===== src/rtl/apas_pkg.sv =====
// ----------------------------------------------------------------------------
// apas_pkg
// Types and constants of the audio presence auto switch.
// ----------------------------------------------------------------------------
`default_nettype none

package apas_pkg;

  localparam int SAMPLE_BITS    = 10;
  localparam int RUN_BITS       = 16;
  localparam int CNT_BITS       = 16;
  localparam int WIN_BITS       = 16;
  localparam int CFG_DATA_BITS  = 16;
  localparam int CFG_INDEX_BITS = 3;
  localparam int MODE_BITS      = 2;
  localparam int CMP_BITS       = (RUN_BITS > CNT_BITS) ? RUN_BITS : CNT_BITS;

  // Run counters stop one short of all ones
  localparam logic [RUN_BITS-1:0] RUN_MAX = {{(RUN_BITS-1){1'b1}}, 1'b0};

  localparam logic [SAMPLE_BITS-1:0] THRESHOLD_RST = SAMPLE_BITS'(20);
  localparam logic [CNT_BITS-1:0]    ON_WIN_RST    = CNT_BITS'(5);
  localparam logic [CNT_BITS-1:0]    OFF_WIN_RST   = CNT_BITS'(3750);
  localparam logic [WIN_BITS-1:0]    WIN_LEN_RST   = WIN_BITS'(1024);
  localparam logic [SAMPLE_BITS-1:0] ON_LEVEL_RST  = SAMPLE_BITS'(682);
  localparam logic [SAMPLE_BITS-1:0] OFF_LEVEL_RST = SAMPLE_BITS'(341);

  typedef enum logic [MODE_BITS-1:0] {
    MODE_AUTO = 2'd0,
    MODE_ON   = 2'd1,
    MODE_OFF  = 2'd2
  } mode_t;

  typedef enum logic [CFG_INDEX_BITS-1:0] {
    CFG_THRESHOLD = 3'd0,
    CFG_ON_WIN    = 3'd1,
    CFG_OFF_WIN   = 3'd2,
    CFG_WIN_LEN   = 3'd3,
    CFG_ON_LEVEL  = 3'd4,
    CFG_OFF_LEVEL = 3'd5
  } cfg_idx_t;

  // Per-item control from the top level to the span tracker
  typedef struct packed {
    logic audio;   // an audio sample leaves the input register this cycle
    logic ch;      // its channel
    logic close;   // it closes the window
  } apas_step_t;

endpackage

`default_nettype wire


===== src/rtl/apas_if.sv =====
// ----------------------------------------------------------------------------
// apas channel interfaces
// Valid/ready channels for converter readings in and switch status out.
// ----------------------------------------------------------------------------
`default_nettype none

interface apas_in_if;
  import apas_pkg::*;

  logic                   valid;
  logic                   ready;
  logic                   kind;
  logic                   channel;
  logic [SAMPLE_BITS-1:0] sample;

  modport source (output valid, kind, channel, sample, input ready);
  modport sink   (input valid, kind, channel, sample, output ready);
endinterface

interface apas_out_if;
  import apas_pkg::*;

  logic                 valid;
  logic                 ready;
  logic                 switch_on;
  logic                 signal_seen;
  logic                 window_closed;
  logic [MODE_BITS-1:0] mode_now;

  modport source (output valid, switch_on, signal_seen, window_closed, mode_now,
                  input ready);
  modport sink   (input valid, switch_on, signal_seen, window_closed, mode_now,
                  output ready);
endinterface

`default_nettype wire


===== src/rtl/audio_presence_auto_switch_top.sv =====
// ----------------------------------------------------------------------------
// audio_presence_auto_switch_top
// Switches an output on audio presence, with forced on and forced off modes.
// ----------------------------------------------------------------------------
// Usage:
//   samples carries converter readings: kind 0 is an audio sample of the
//   given channel, kind 1 a mode selector level. results returns one beat per
//   reading: output state, latest presence decision, window close flag and
//   current mode.
//   A reading is taken into an input register, evaluated in a single pass of
//   compare and saturating count logic, and its result sits in an output
//   register. While the receiver does not stall, a reading can be accepted
//   every cycle, so throughput is 1 beat per cycle. If the receiver stalls,
//   the result holds and one more reading is still taken into the input
//   register before samples.ready drops. Reset (rst, synchronous) empties
//   both registers, restores register defaults, starts a one-sample first
//   window and selects forced on mode with the output on. Registers must be
//   written through cfg_wr_en, cfg_index and cfg_data only while no reading
//   is in flight; the block itself does not enforce this.
// ----------------------------------------------------------------------------
`default_nettype none

module audio_presence_auto_switch_top (
  input  logic                               clk,
  input  logic                               rst,
  input  logic                               cfg_wr_en,
  input  logic [apas_pkg::CFG_INDEX_BITS-1:0] cfg_index,
  input  logic [apas_pkg::CFG_DATA_BITS-1:0]  cfg_data,
  apas_in_if.sink                            samples,
  apas_out_if.source                         results
);
  import apas_pkg::*;

  // Configuration registers
  logic [SAMPLE_BITS-1:0] threshold;
  logic [CNT_BITS-1:0]    on_windows;
  logic [CNT_BITS-1:0]    off_windows;
  logic [WIN_BITS-1:0]    window_length;
  logic [SAMPLE_BITS-1:0] on_level;
  logic [SAMPLE_BITS-1:0] off_level;

  always_ff @(posedge clk) begin
    if (rst) begin
      threshold     <= THRESHOLD_RST;
      on_windows    <= ON_WIN_RST;
      off_windows   <= OFF_WIN_RST;
      window_length <= WIN_LEN_RST;
      on_level      <= ON_LEVEL_RST;
      off_level     <= OFF_LEVEL_RST;
    end else if (cfg_wr_en) begin
      case (cfg_idx_t'(cfg_index))
        CFG_THRESHOLD: threshold     <= cfg_data[SAMPLE_BITS-1:0];
        CFG_ON_WIN:    on_windows    <= cfg_data[CNT_BITS-1:0];
        CFG_OFF_WIN:   off_windows   <= cfg_data[CNT_BITS-1:0];
        CFG_WIN_LEN:   window_length <= cfg_data[WIN_BITS-1:0];
        CFG_ON_LEVEL:  on_level      <= cfg_data[SAMPLE_BITS-1:0];
        CFG_OFF_LEVEL: off_level     <= cfg_data[SAMPLE_BITS-1:0];
        default: ;
      endcase
    end
  end

  // Input register
  logic                   in_valid;
  logic                   in_kind;
  logic                   in_ch;
  logic [SAMPLE_BITS-1:0] in_sample;

  // Output register
  logic                 out_valid;
  logic                 out_switch;
  logic                 out_signal;
  logic                 out_closed;
  logic [MODE_BITS-1:0] out_mode;

  // Block state
  logic [WIN_BITS-1:0] samples_left;
  logic [RUN_BITS-1:0] present_run;
  logic [RUN_BITS-1:0] quiet_run;
  mode_t               mode_reg;
  logic                out_reg;
  logic                signal_reg;

  logic                advance;
  logic                take;
  logic [WIN_BITS-1:0] left_dec;
  logic                close;
  logic                present;
  logic [RUN_BITS-1:0] present_run_next;
  logic [RUN_BITS-1:0] quiet_run_next;
  mode_t               mode_next;
  logic                out_reg_next;
  logic                signal_reg_next;
  apas_step_t          step;

  assign advance       = in_valid && (!out_valid || results.ready);
  assign take          = samples.valid && samples.ready;
  assign samples.ready = !in_valid || advance;

  assign left_dec = samples_left - WIN_BITS'(1);
  assign close    = !in_kind && (left_dec == '0);

  assign step.audio = advance && !in_kind;
  assign step.ch    = in_ch;
  assign step.close = close;

  apas_span_track u_span (
    .clk       (clk),
    .rst       (rst),
    .step      (step),
    .sample    (in_sample),
    .threshold (threshold),
    .present   (present)
  );

  always_comb begin
    present_run_next = present_run;
    quiet_run_next   = quiet_run;
    signal_reg_next  = signal_reg;
    out_reg_next     = out_reg;
    mode_next        = mode_reg;

    if (in_kind) begin
      if (in_sample > on_level) begin
        mode_next = MODE_ON;
      end else if (in_sample > off_level) begin
        mode_next = MODE_OFF;
      end else begin
        mode_next = MODE_AUTO;
      end
    end else if (close) begin
      if (present) begin
        present_run_next = (present_run < RUN_MAX) ? present_run + RUN_BITS'(1)
                                                   : present_run;
        quiet_run_next   = '0;
      end else begin
        quiet_run_next   = (quiet_run < RUN_MAX) ? quiet_run + RUN_BITS'(1)
                                                 : quiet_run;
        present_run_next = '0;
      end
      signal_reg_next = present;
      case (mode_reg)
        MODE_ON:  out_reg_next = 1'b1;
        MODE_OFF: out_reg_next = 1'b0;
        default: begin
          if (CMP_BITS'(present_run_next) > CMP_BITS'(on_windows)) begin
            out_reg_next = 1'b1;
          end else if (CMP_BITS'(quiet_run_next) > CMP_BITS'(off_windows)) begin
            out_reg_next = 1'b0;
          end
        end
      endcase
    end
  end

  always_ff @(posedge clk) begin
    if (rst) begin
      in_valid     <= 1'b0;
      out_valid    <= 1'b0;
      samples_left <= WIN_BITS'(1);
      present_run  <= '0;
      quiet_run    <= '0;
      mode_reg     <= MODE_ON;
      out_reg      <= 1'b1;
      signal_reg   <= 1'b0;
    end else begin
      if (take) begin
        in_valid <= 1'b1;
      end else if (advance) begin
        in_valid <= 1'b0;
      end

      if (advance) begin
        out_valid <= 1'b1;
      end else if (results.ready) begin
        out_valid <= 1'b0;
      end

      if (advance) begin
        if (!in_kind) begin
          // Reload on close; a zero length wraps to a full count
          samples_left <= close ? window_length : left_dec;
        end
        present_run <= present_run_next;
        quiet_run   <= quiet_run_next;
        mode_reg    <= mode_next;
        out_reg     <= out_reg_next;
        signal_reg  <= signal_reg_next;
      end
    end
  end

  // Payload registers
  always_ff @(posedge clk) begin
    if (take) begin
      in_kind   <= samples.kind;
      in_ch     <= samples.channel;
      in_sample <= samples.sample;
    end
    if (advance) begin
      out_switch <= out_reg_next;
      out_signal <= signal_reg_next;
      out_closed <= close;
      out_mode   <= mode_next;
    end
  end

  assign results.valid         = out_valid;
  assign results.switch_on     = out_switch;
  assign results.signal_seen   = out_signal;
  assign results.window_closed = out_closed;
  assign results.mode_now      = out_mode;

endmodule

`default_nettype wire


===== src/rtl/apas_span_track.sv =====
// ----------------------------------------------------------------------------
// apas_span_track
// Running minimum and maximum of both audio channels over the current window,
// and the presence decision for the window that closes with this beat.
// ----------------------------------------------------------------------------
`default_nettype none

module apas_span_track (
  input  logic                            clk,
  input  logic                            rst,
  input  apas_pkg::apas_step_t            step,
  input  logic [apas_pkg::SAMPLE_BITS-1:0] sample,
  input  logic [apas_pkg::SAMPLE_BITS-1:0] threshold,
  output logic                            present
);
  import apas_pkg::*;

  logic [SAMPLE_BITS-1:0] chan_low  [2];
  logic [SAMPLE_BITS-1:0] chan_high [2];
  logic [1:0]             chan_seen;

  logic [SAMPLE_BITS-1:0] low_next  [2];
  logic [SAMPLE_BITS-1:0] high_next [2];
  logic [1:0]             seen_next;
  logic [SAMPLE_BITS-1:0] span      [2];

  always_comb begin
    for (int c = 0; c < 2; c++) begin
      low_next[c]  = chan_low[c];
      high_next[c] = chan_high[c];
      seen_next[c] = chan_seen[c];
      if (step.audio && (step.ch == c[0])) begin
        seen_next[c] = 1'b1;
        if (!chan_seen[c]) begin
          low_next[c]  = sample;
          high_next[c] = sample;
        end else begin
          if (sample < chan_low[c])  low_next[c]  = sample;
          if (sample > chan_high[c]) high_next[c] = sample;
        end
      end
      // An empty channel has no span
      span[c] = seen_next[c] ? (high_next[c] - low_next[c]) : '0;
    end
    present = (span[0] > threshold) || (span[1] > threshold);
  end

  always_ff @(posedge clk) begin
    if (rst) begin
      chan_seen <= '0;
    end else if (step.audio) begin
      chan_seen <= step.close ? 2'b00 : seen_next;
    end
  end

  always_ff @(posedge clk) begin
    if (step.audio) begin
      chan_low[0]  <= low_next[0];
      chan_low[1]  <= low_next[1];
      chan_high[0] <= high_next[0];
      chan_high[1] <= high_next[1];
    end
  end

endmodule

`default_nettype wire


===== src/flat_wrapper.sv =====
// flat-port wrapper written by rule: the top's interface ports become plain ports
module audio_presence_auto_switch_top_flat import apas_pkg::*;
  (clk, rst, cfg_wr_en, cfg_index, cfg_data, samples_valid, samples_kind, samples_channel, samples_sample, samples_ready, results_valid, results_switch_on, results_signal_seen, results_window_closed, results_mode_now, results_ready);
  apas_in_if samples_i ();
  apas_out_if results_i ();
  input  logic clk;
  input  logic rst;
  input  logic cfg_wr_en;
  input  logic [apas_pkg::CFG_INDEX_BITS-1:0] cfg_index;
  input  logic [apas_pkg::CFG_DATA_BITS-1:0] cfg_data;
  input wire logic [$bits(samples_i.valid)-1:0] samples_valid;
  input wire logic [$bits(samples_i.kind)-1:0] samples_kind;
  input wire logic [$bits(samples_i.channel)-1:0] samples_channel;
  input wire logic [$bits(samples_i.sample)-1:0] samples_sample;
  output wire logic [$bits(samples_i.ready)-1:0] samples_ready;
  output wire logic [$bits(results_i.valid)-1:0] results_valid;
  output wire logic [$bits(results_i.switch_on)-1:0] results_switch_on;
  output wire logic [$bits(results_i.signal_seen)-1:0] results_signal_seen;
  output wire logic [$bits(results_i.window_closed)-1:0] results_window_closed;
  output wire logic [$bits(results_i.mode_now)-1:0] results_mode_now;
  input wire logic [$bits(results_i.ready)-1:0] results_ready;
  assign samples_i.valid = samples_valid;
  assign samples_i.kind = samples_kind;
  assign samples_i.channel = samples_channel;
  assign samples_i.sample = samples_sample;
  assign samples_ready = samples_i.ready;
  assign results_valid = results_i.valid;
  assign results_switch_on = results_i.switch_on;
  assign results_signal_seen = results_i.signal_seen;
  assign results_window_closed = results_i.window_closed;
  assign results_mode_now = results_i.mode_now;
  assign results_i.ready = results_ready;
  audio_presence_auto_switch_top u_core (.clk(clk), .rst(rst), .cfg_wr_en(cfg_wr_en), .cfg_index(cfg_index), .cfg_data(cfg_data), .samples(samples_i), .results(results_i));
endmodule

===== config.mk =====
export PLATFORM = sky130hd
export DESIGN_NAME = audio_presence_auto_switch_top_flat
export DESIGN_NICKNAME = d
export VERILOG_FILES = /design/src/rtl/apas_pkg.sv /design/src/rtl/apas_if.sv /design/src/rtl/audio_presence_auto_switch_top.sv /design/src/rtl/apas_span_track.sv /design/src/flat_wrapper.sv
export SDC_FILE = /design/constraint.sdc
export NUM_CORES = 1
export LEC_CHECK = 0
export ABC_AREA = 1
export BUFFER_PORTS_ARGS = -buffer_cell sky130_fd_sc_hd__buf_2
export CAP_MARGIN = 20
export CORE_MARGIN = 2
export CORE_UTILIZATION = 60
export DETAILED_ROUTE_END_ITERATION = 10
export PLACE_DENSITY = 0.77
export SLEW_MARGIN = 20
export SYNTH_ARGS = -nofsm -noshare
export SYNTH_HDL_FRONTEND = slang
export SYNTH_HIERARCHICAL = 1
export SYNTH_SLANG_ARGS = --single-unit

===== constraint.sdc =====
create_clock -name clk -period 12.1 [get_ports clk]
set_input_delay 1.815 -clock clk [delete_from_list [all_inputs] [get_ports clk]]
set_output_delay 1.815 -clock clk [all_outputs]
set_load 0.02 [all_outputs]

==> results.md, run 1 <==
- Synth area leaders: dfxtp_1 21%, edfxtp_1 14%, ha_1 13%
- GRT Util Overall: 29.6%
- Pwr per Cell Area: 116 mW/mm²
- Detailed-route via count: 11200
- Routed length per instance: 15.9 µm
- Die X: 149 µm
- Post-synth top cells: 274 x nand2_1, 270 x inv_1, 195 x nor2_1
- Initial antenna violation count: 0
- Area taken by multi-input logic gates: 0.00691 mm²
- Reg clk slew, reported paths: 0.08 ns
- Clock Skews: 0.0186 ns
- Cell taking the most area after synthesis: dfxtp_1
- Worst Setup Start Kind: input port
- Most instantiated library cell after synthesis: nand2_1
- Class of the worst hold path: reg -> reg
- Final setup violation count: 0
- Initial Util: 61.7%
- IO Count: 43
- Ys async rst share: 0%
- CP most frequent cell: nand2_1
- Total net switching power: 0.000509 W
- Critical path class: in -> reg
- RSZ-0062 raised after global routing: false
- CTS Sinks: 191
- Post-DP HPWL: 23.1 mm
- Critical-path top delay cell: buf_4
- Ys Warns: 6
- H-Tree Depth: 4
- Clk pwr share: 37.3%
- Slew HR: 33.8%
- Reg2Reg Setup Slack: 4.89 ns
- Layout cell share with drive strength beyond 1: 9.29%
- Number of flops mapped to enable cells by yosys: 57
- Vias in the first global route: 10144
- Largest reg by FF count: u_core/u_span/chan_low
- Util after Layout: 66.6%
- Num rows: 52
- Comb power frac: 17.6%
- Synthesized instance count: 1710
- Drt via density: 5.56
- Setup bufs post-CTS: 0
- WL final: 32.1 mm
- Fillers: 1743
- Core footprint: 0.0204 mm²
- CTS Buffer Depth: 2
- Pre-CTS setup slack: 3.81 ns
- Netlist Area Pre-Place: 0.0126 mm²
- CP endpoint kind: register
- Crit Reg-Reg Startpoint: u_core/in_sample[3]
- Hold Crit Depth: 2
- Worst path max stage delay: 0.57 ns
- Fmax: 0.126 GHz
- Hold-fix buffers at CTS: 0
- Yosys top cell area share: 21.4%
- Biggest regs: u_core/u_span/chan_low (20), u_core/u_span/chan_high (19)
- Min-Delay Endpoint: u_core/window_length[1]
- WHS: 0.464 ns
- Cell Int Power: 0.00106 W
- CTS tree: done
- Hold wc startpoint: u_core/window_length[1]
- Switching part of the total: 32.4%
- Req. time, crit path: 12.30 ns
- Status: completed
- Tot Pwr: 0.00157 W
- Final period utilization: 65.7%
- Max-Cap Viols: 0
- CTS Buf Count: 17
- R2R Path End: u_core/results.switch_on
- Worst Tran Pin Value: 0.993 ns
- Leakage power: 6.51 nW
- Final RePlAce weighted congestion: 0.909
- Register area share after synthesis: 35.0%
- Post-route setup slack: 4.15 ns
- Die area: 0.0221 mm²
- Drt drc: 0
- 1st-iter DRT viols: 825
- Sequential group share of total power: 45.1%
- DR pass1 iterations: 6
- R2r worst-path depth: 43
- Antenna-violating nets left: 0
- Worst-Skew Late Latency: 0.44 ns
- Peak supply drop: 0.0000913 V
- Top_reg_cell synth: dfxtp_1
- Synth unique cells: 47
- Antenna diode count: 0
- Register Area: 0.00439 mm²
- Worst EP arrival: 8.16 ns
- Post-CTS sizing: 0
- Largest register FFs: 20
- Gr ovfl total: 0
- Layout Nets: 1901
- Final Max Slew Viols: 0
- Die height: 149 µm
- Final setup TNS: 0 ns
- Final Hold Fails: 0
- Clock Root Buffer: clkbuf_16
- Critical Path Fanout Max: 55
- Crit path time final: 7.95 ns
- #FFs+latches synth: 191
- Layout area overhead: 8.04%
- Post-Syn Area per Cell: 7.35 µm²
- PortBufs: 42
- Mapped Nets: 1880
- Global-route wire length before repair: 51.9 mm
- Largest net degree at the start of global routing: 113
[through the flow]
| step | cell area, µm² | instances |
|---|---|---|
| 6_report | 13600 | 2014 |
| 3_5_place_dp | 12900 | 1982 |
| 5_1_grt | 13600 | 2014 |
| 3_3_place_gp | 12900 | 1982 |
| 4_1_cts | 13600 | 2014 |
| 2_1_floorplan | 12600 | 1710 |
[worst max-delay path, delay by kind of cell]
| family | cells | cell delay [ns] |
|---|---|---|
| AO/OA/AOI/OAI | 10 | 1.93 |
| adder cells (fa/ha/maj) | 3 | 0.92 |
| buffers and inverters | 6 | 1.42 |
| AND/OR/NAND/NOR | 19 | 2.02 |
[cell families (layout without fill, tap and decap cells)]
kind of cell               Yosys count  in the layout  synth area share, %
DFF                                191            191                 35.0
buffers and inverters              326            360                 10.1
xor gates and xnor gates            23             23                 1.60
adders and majority gates          134            134                 13.4
and+or+nand+nor                    666            666                 23.8
AOI/OAI and AO/OA                  370            370                 16.1
[layout by cell type, fill, tap and decap left out, drive strengths merged, types with 12 or more instances in the layout]
cell      n
nand2   305
inv     288
nor2    212
o21ai   186
dfxtp   134
ha      133
a21oi   126
nand3    85
edfxtp   57
buf      47
nor3     23
nand4    20
o211ai   20
clkbuf   17
xor2     12
[metal layers]
layer / GRT usage (%) / part of all wire [%]
met1: 42.3 / 45
met2: 47.9 / 46
met3: 4.45 / 7.6
met4: 6.10 / 1.3
met5: 0 / 0
[layout make-up]
cell class | instances | area share (%)
Tap cell | 270 | 2.49
Clock inverter | 15 | 1.49
Sequential cell | 191 | 32.4
Timing Repair Buffer | 47 | 1.83
Multi-Input combinational cell | 1193 | 50.9
Inverter | 281 | 7.77
Clock buffer | 17 | 3.13
[power by group through the flow]
stage	logic (W)	registers, W	clock network (W)
floorplan	0.000201	0.000716	0
global placement	0.000264	0.000723	0
detailed placement	0.000271	0.000723	0
CTS	0.000273	0.000709	0.000594
global route	0.000313	0.000713	0.000622
finish	0.000277	0.000710	0.000588
[how the worst max path moves through the flow]
stage / cells after the start / to / from / slack, ns
6_report: 38 / u_core/results.switch_on / results_ready / 4.15
5_1_grt: 41 / u_core/results.switch_on / results_ready / 3.42
4_1_cts: 38 / u_core/results.switch_on / results_ready / 4.24
3_5_place_dp: 41 / u_core/results.switch_on / results_ready / 3.81
3_3_place_gp: 46 / u_core/results.switch_on / results_ready / 4.06
2_1_floorplan: 42 / u_core/results.switch_on / results_ready / 3.57
Power figures use the tool's default switching activity.
==> inputs of run 2 (changes only) <==
--- a/config.mk
+++ b/config.mk
@@ -5,13 +5,13 @@
 export SDC_FILE = /design/constraint.sdc
 export NUM_CORES = 1
 export LEC_CHECK = 0
-export ABC_AREA = 1
+export ABC_AREA = 0
 export BUFFER_PORTS_ARGS = -buffer_cell sky130_fd_sc_hd__buf_2
 export CAP_MARGIN = 20
 export CORE_MARGIN = 2
 export CORE_UTILIZATION = 60
 export DETAILED_ROUTE_END_ITERATION = 10
-export PLACE_DENSITY = 0.77
+export PLACE_DENSITY = 0.78
 export SLEW_MARGIN = 20
 export SYNTH_ARGS = -nofsm -noshare
 export SYNTH_HDL_FRONTEND = slang
==> constraint.sdc (replaced) <==
create_clock -name clk -period 8 [get_ports clk]
set_input_delay 1.2 -clock clk [delete_from_list [all_inputs] [get_ports clk]]
set_output_delay 1.2 -clock clk [all_outputs]
set_load 0.02 [all_outputs]
==> results.md, run 2 <==
- Fillers: 1682
- Status: completed
- 1st-iter DRT viols: 650
- Largest reg by FF count: u_core/u_span/chan_low
- Crit Reg-Reg Startpoint: u_core/in_sample[2]
- Die X: 147 µm
- Critical-path top delay cell: or4_1
- Routed length per instance: 17.4 µm
- Initial Util: 60.9%
- Layout Nets: 1659
- R2R Path End: u_core/out_reg
- Critical path class: in -> reg
- Synthesized instance count: 1458
- Met3 GRT Util: 3.88%
- Class of the worst hold path: reg -> reg
- Final RePlAce weighted congestion: 0.878
- Commonest non-fill, non-tap cell in the layout: nand2_1
- Number of flops mapped to enable cells by yosys: 57
- PortBufs: 42
- GRT Util Overall: 28.1%
- #FFs+latches synth: 191
- Post-CTS sizing: 0
- Gr ovfl total: 0
- Top_reg_cell synth: dfxtp_1
- Global-route wire length before repair: 49.1 mm
- Tot Pwr: 0.00225 W
- Detailed-route via count: 10505
- Met2 GRT Util: 50.2%
- Max-Cap Viols: 0
- Critical Path Fanout Max: 44
- Req. time, crit path: 8.34 ns
- Num rows: 52
- CP endpoint kind: register
- Worst Setup Start Kind: input port
- Antenna diode count: 0
- Layout cell share with drive strength beyond 1: 9.85%
- Worst path max stage delay: 0.52 ns
- Most instantiated library cell after synthesis: nand2_1
- Final Max Slew Viols: 0
- DR pass1 iterations: 8
- Register area share after synthesis: 35.9%
- Slew HR: 28.1%
- CTS Buf Count: 17
- Netlist Area Pre-Place: 0.0122 mm²
- R2r worst-path depth: 34
- CTS tree: done
- Final setup TNS: 0 ns
- Drt via density: 5.93
- Commonest cells after routing, fill and taps aside: 249 x nand2_1, 144 x a21oi_1, 139 x inv_1
- Register Area: 0.00439 mm²
- Final Hold Fails: 0
- Biggest regs: u_core/u_span/chan_low (20), u_core/u_span/chan_high (19)
- Clock Skews: 0.0187 ns
- CTS Buffer Depth: 2
- Hold Crit Depth: 2
- Most crowded layer after global routing: met2
- H-Tree Depth: 4
- Leakage power: 5.51 nW
- Worst-Skew Late Latency: 0.44 ns
- Cell taking the most area after synthesis: dfxtp_1
- Die height: 147 µm
- CP top delay family: compound AO/OA/AOI/OAI gates
- IO Count: 43
- Min-Delay Endpoint: u_core/on_windows[12]
- Ys async rst share: 0%
- Final setup violation count: 0
- Core footprint: 0.0201 mm²
- Clock Root Buffer: clkbuf_16
- Mapped Nets: 1628
- Crit path buffers/inverters: 5
- Worst EP arrival: 7.74 ns
- Drt drc: 0
- Peak supply drop: 0.000163 V
- WL final: 30.8 mm
- Antenna-violating nets left: 0
- RSZ-0062 raised after global routing: false
- Reg2Reg Setup Slack: 0.62 ns
- Largest net degree at the start of global routing: 84
- Crit path time final: 7.39 ns
- Hold wc startpoint: u_core/on_windows[12]
- Yosys top cell area share: 21.9%
- Vias in the first global route: 10136
- Synth area leaders: dfxtp_1 22%, edfxtp_1 14%, ha_1 14%
- Fmax: 0.135 GHz
- Pwr per Cell Area: 169 mW/mm²
- Final period utilization: 92.4%
- Reg clk slew, reported paths: 0.07 ns
- CTS Sinks: 191
- Die area: 0.0216 mm²
- Initial antenna violation count: 0
- M1 GR Usage: 34.6%
- Synth unique cells: 81
- Layout area overhead: 8.84%
- Area taken by multi-input logic gates: 0.00707 mm²
- Ys Warns: 6
- Largest register FFs: 20
- Hold-fix buffers at CTS: 0
- Post-DP HPWL: 22.0 mm
- Post-synth top cells: 249 x nand2_1, 144 x a21oi_1, 140 x inv_1
- Post-Syn Area per Cell: 8.40 µm²
- Worst Tran Pin Value: 1.07 ns
==> run 2: how the worst max path moves through the flow <==
stage	from	end	slack (ns)	cells past startpoint
after floorplan	results_ready	u_core/results.switch_on	0.04	39
after global placement	results_ready	u_core/results.switch_on	0.41	36
after detailed placement	results_ready	u_core/results.switch_on	0.24	36
after CTS	u_core/in_sample[1]	u_core/out_reg	0.44	34
after global routing	results_ready	u_core/results.switch_on	0.07	35
final	results_ready	u_core/out_reg	0.61	35
==> run 2: timing repair <==
action	4_1_cts	5_1_grt
buffers inserted	0	5
setup endpoints to repair	0	2
hold endpoints to repair	0	0
==> run 2: cell families (layout without fill, tap and decap cells) <==
group | count (synthesis) | count (layout) | share of synthesized area (%)
simple gates | 535 | 535 | 21.0
compound gates | 330 | 330 | 17.3
buf+inv | 195 | 239 | 6.32
flops | 191 | 191 | 35.9
fa+ha+maj | 134 | 134 | 13.8
xor+xnor | 44 | 44 | 3.15
mux | 29 | 29 | 2.56
==> run 2: routing by layer <==
metal | vias up | part of all wire [%]
li1 | 5188 | -
met5 | - | 0
met3 | 55 | 5.4
met4 | 0 | 3.1
met2 | 301 | 50
met1 | 4961 | 42
==> run 2: final cells by class <==
class                   instances  share of cell area [%]
clock inverters                14                    1.25
flip-flops and latches        191                    33.0
repair buffers                 66                    2.95
well taps                     270                    2.54
inverters                     141                    3.97
clock buffers                  18                    3.22
multi-input cells            1072                    53.1
==> run 2: metrics by stage <==
step                      instances  hold WS [ns]  area [µm²]  worst slack (ns)  utilization (%)
after floorplan                1458         0.432       12300            0.0388                -
after global placement         1735         0.439       12700             0.408             63.1
after detailed placement       1735         0.446       12700             0.239             63.1
after CTS                      1767         0.456       13300             0.437             66.1
after global routing           1772         0.468       13300            0.0681             66.3
final                          1772         0.456       13300             0.605             66.3
==> run 2: power breakdown <==
part | internal, W | switching [W] | total, W
clock network | 0.000448 | 0.000412 | 0.000860
logic | 0.000128 | 0.000221 | 0.000350
registers | 0.00102 | 0.0000204 | 0.00104
total | 0.00160 | 0.000654 | 0.00225
==> run 2: worst register-to-register path: cells and delay by family, from the launching register on <==
family          cells  cell delay [ns]
mux                 1             0.38
buf+inv             2             0.48
simple gates        9             1.41
flops               1             0.62
xor+xnor            2             0.29
fa+ha+maj           4             1.22
compound gates     16             2.89
==> inputs of run 3 (changes only) <==
==> constraint.sdc (replaced) <==
create_clock -name clk -period 8.1 [get_ports clk]
set_input_delay 1.215 -clock clk [delete_from_list [all_inputs] [get_ports clk]]
set_output_delay 1.215 -clock clk [all_outputs]
set_load 0.02 [all_outputs]
==> results.md, run 3 (synthesis results as in run 2) <==
- Critical path class: reg -> reg
- WHS: 0.456 ns
- Antenna diode count: 0
- Die height: 147 µm
- Gr ovfl total: 0
- 1st-iter DRT viols: 716
- Clock Skews: 0.0104 ns
- Biggest regs: u_core/u_span/chan_low (20), u_core/u_span/chan_high (19)
- Layout cell share with drive strength beyond 1: 9.49%
- Final Max Slew Viols: 0
- Global-route wire length before repair: 50.0 mm
- PortBufs: 42
- Die X: 147 µm
- Worst-Skew Late Latency: 0.44 ns
- Final setup TNS: 0 ns
- WL final: 30.7 mm
- Pwr per Cell Area: 168 mW/mm²
- Drt drc: 0
- Commonest non-fill, non-tap cell in the layout: nand2_1
- Final period utilization: 93.4%
- Worst Tran Pin Value: 1.06 ns
- Class of the worst hold path: reg -> reg
- Largest reg by FF count: u_core/u_span/chan_low
- Final Hold Fails: 0
- Util after Layout: 66.1%
- Vias in the first global route: 10358
- Leakage power: 5.49 nW
- Clock Root Buffer: clkbuf_16
- Hold-fix buffers at CTS: 0
- Reg clk slew, reported paths: 0.07 ns
- Die area: 0.0216 mm²
- H-Tree Depth: 4
- Worst path max stage delay: 0.71 ns
- CTS Buffer Depth: 2
- Fmax: 0.132 GHz
- Initial antenna violation count: 0
- Critical Path Fanout Max: 44
- Slew HR: 28.6%
- Layout Nets: 1653
- Routed length per instance: 17.4 µm
- Antenna-violating nets left: 0
- Critical-path top delay cell: edfxtp_1
- CTS Buf Count: 17
- Initial Util: 60.9%
- DR pass1 iterations: 5
- Core footprint: 0.0201 mm²
- GRT Util Overall: 28.6%
- Detailed-route via count: 10535
- Commonest cells after routing, fill and taps aside: 249 x nand2_1, 144 x a21oi_1, 139 x inv_1
- Worst Setup Start Kind: register
- Worst EP arrival: 7.87 ns
- Post-DP HPWL: 21.7 mm
- Num rows: 52
- Fillers: 1650
- CTS Sinks: 191
- Peak supply drop: 0.000161 V
- Layout area overhead: 8.55%
- IO Count: 43
- Status: completed
- Final RePlAce weighted congestion: 0.867
- Req. time, crit path: 8.40 ns
- Largest register FFs: 20
- RSZ-0062 raised after global routing: false
- Drt via density: 5.97
- CP endpoint kind: register
- CTS tree: done
- Largest net degree at the start of global routing: 92
- Final setup violation count: 0
- Max-Cap Viols: 0
- Crit path time final: 7.56 ns
-- run 3: changes by cell type in the layout (fill, tap and decap cells not counted), moves of 2 or more --
cell	change
buf_4	-7
clkinv_1	+2
clkinv_2	+2
clkinv_4	-2
clkinv_8	-2
-- run 3: stage by stage --
step           total power [W]  instance area [µm²]  setup WS (ns)  cells
3_3_place_gp           0.00138                12700          0.496   1731
4_1_cts                0.00223                13300          0.559   1763
2_1_floorplan          0.00129                12300         0.0756   1458
3_5_place_dp           0.00139                12700          0.250   1731
5_1_grt                0.00232                13300          0.108   1766
6_report               0.00223                13300          0.535   1766
-- run 3: path summary, 6_finish.rpt --
path | start | to | slack (ns) | depth (start not counted)
worst min register to register | u_core/on_windows[14] | u_core/on_windows[14] | 0.46 | 2
worst max-delay path | u_core/in_sample[1] | u_core/results.switch_on | 0.54 | 36
worst min-delay path | u_core/on_windows[14] | u_core/on_windows[14] | 0.46 | 2
worst max register to register | u_core/in_sample[1] | u_core/results.switch_on | 0.54 | 36
-- run 3: what timing repair did --
item                                   in CTS  in global routing
gates resized for setup                     0                  0
setup endpoints to repair                   0                  2
endpoints found under the hold margin       0                  0
setup buffers                               0                  3
-- run 3: power breakdown --
| group | internal (W) | switching (W) |
|---|---|---|
| combinational | 0.000128 | 0.000212 |
| sequential | 0.00101 | 0.0000255 |
| clock | 0.000470 | 0.000387 |
| total | 0.00161 | 0.000624 |
-- run 3: critical path: cells and delay by family (launching register included) --
kind,cells,cell delay [ns]
AO/OA/AOI/OAI,21,3.85
XOR/XNOR,1,0.18
adder cells (fa/ha/maj),4,1.25
buffers and inverters,2,0.29
flip-flops,1,0.71
AND/OR/NAND/NOR,8,1.14
-- run 3: routing by layer --
layer	wire length [µm]	vias to the layer above	track usage [%]
li1	-	5183	-
met1	13000	4967	35.3
met3	1510	66	4.57
met5	0	-	0
met4	975	0	10.8
met2	15200	319	50.5
-- run 3: cell type report --
| cell class | instances | area (µm²) | share of cell area (%) |
|---|---|---|---|
| Clock buffer | 18 | 439 | 3.30 |
| Clock inverter | 14 | 151 | 1.14 |
| Inverter | 141 | 529 | 3.98 |
| Multi-Input combinational cell | 1072 | 7080 | 53.3 |
| Sequential cell | 191 | 4390 | 33.1 |
| Tap cell | 270 | 338 | 2.54 |
| Timing Repair Buffer | 60 | 360 | 2.71 |
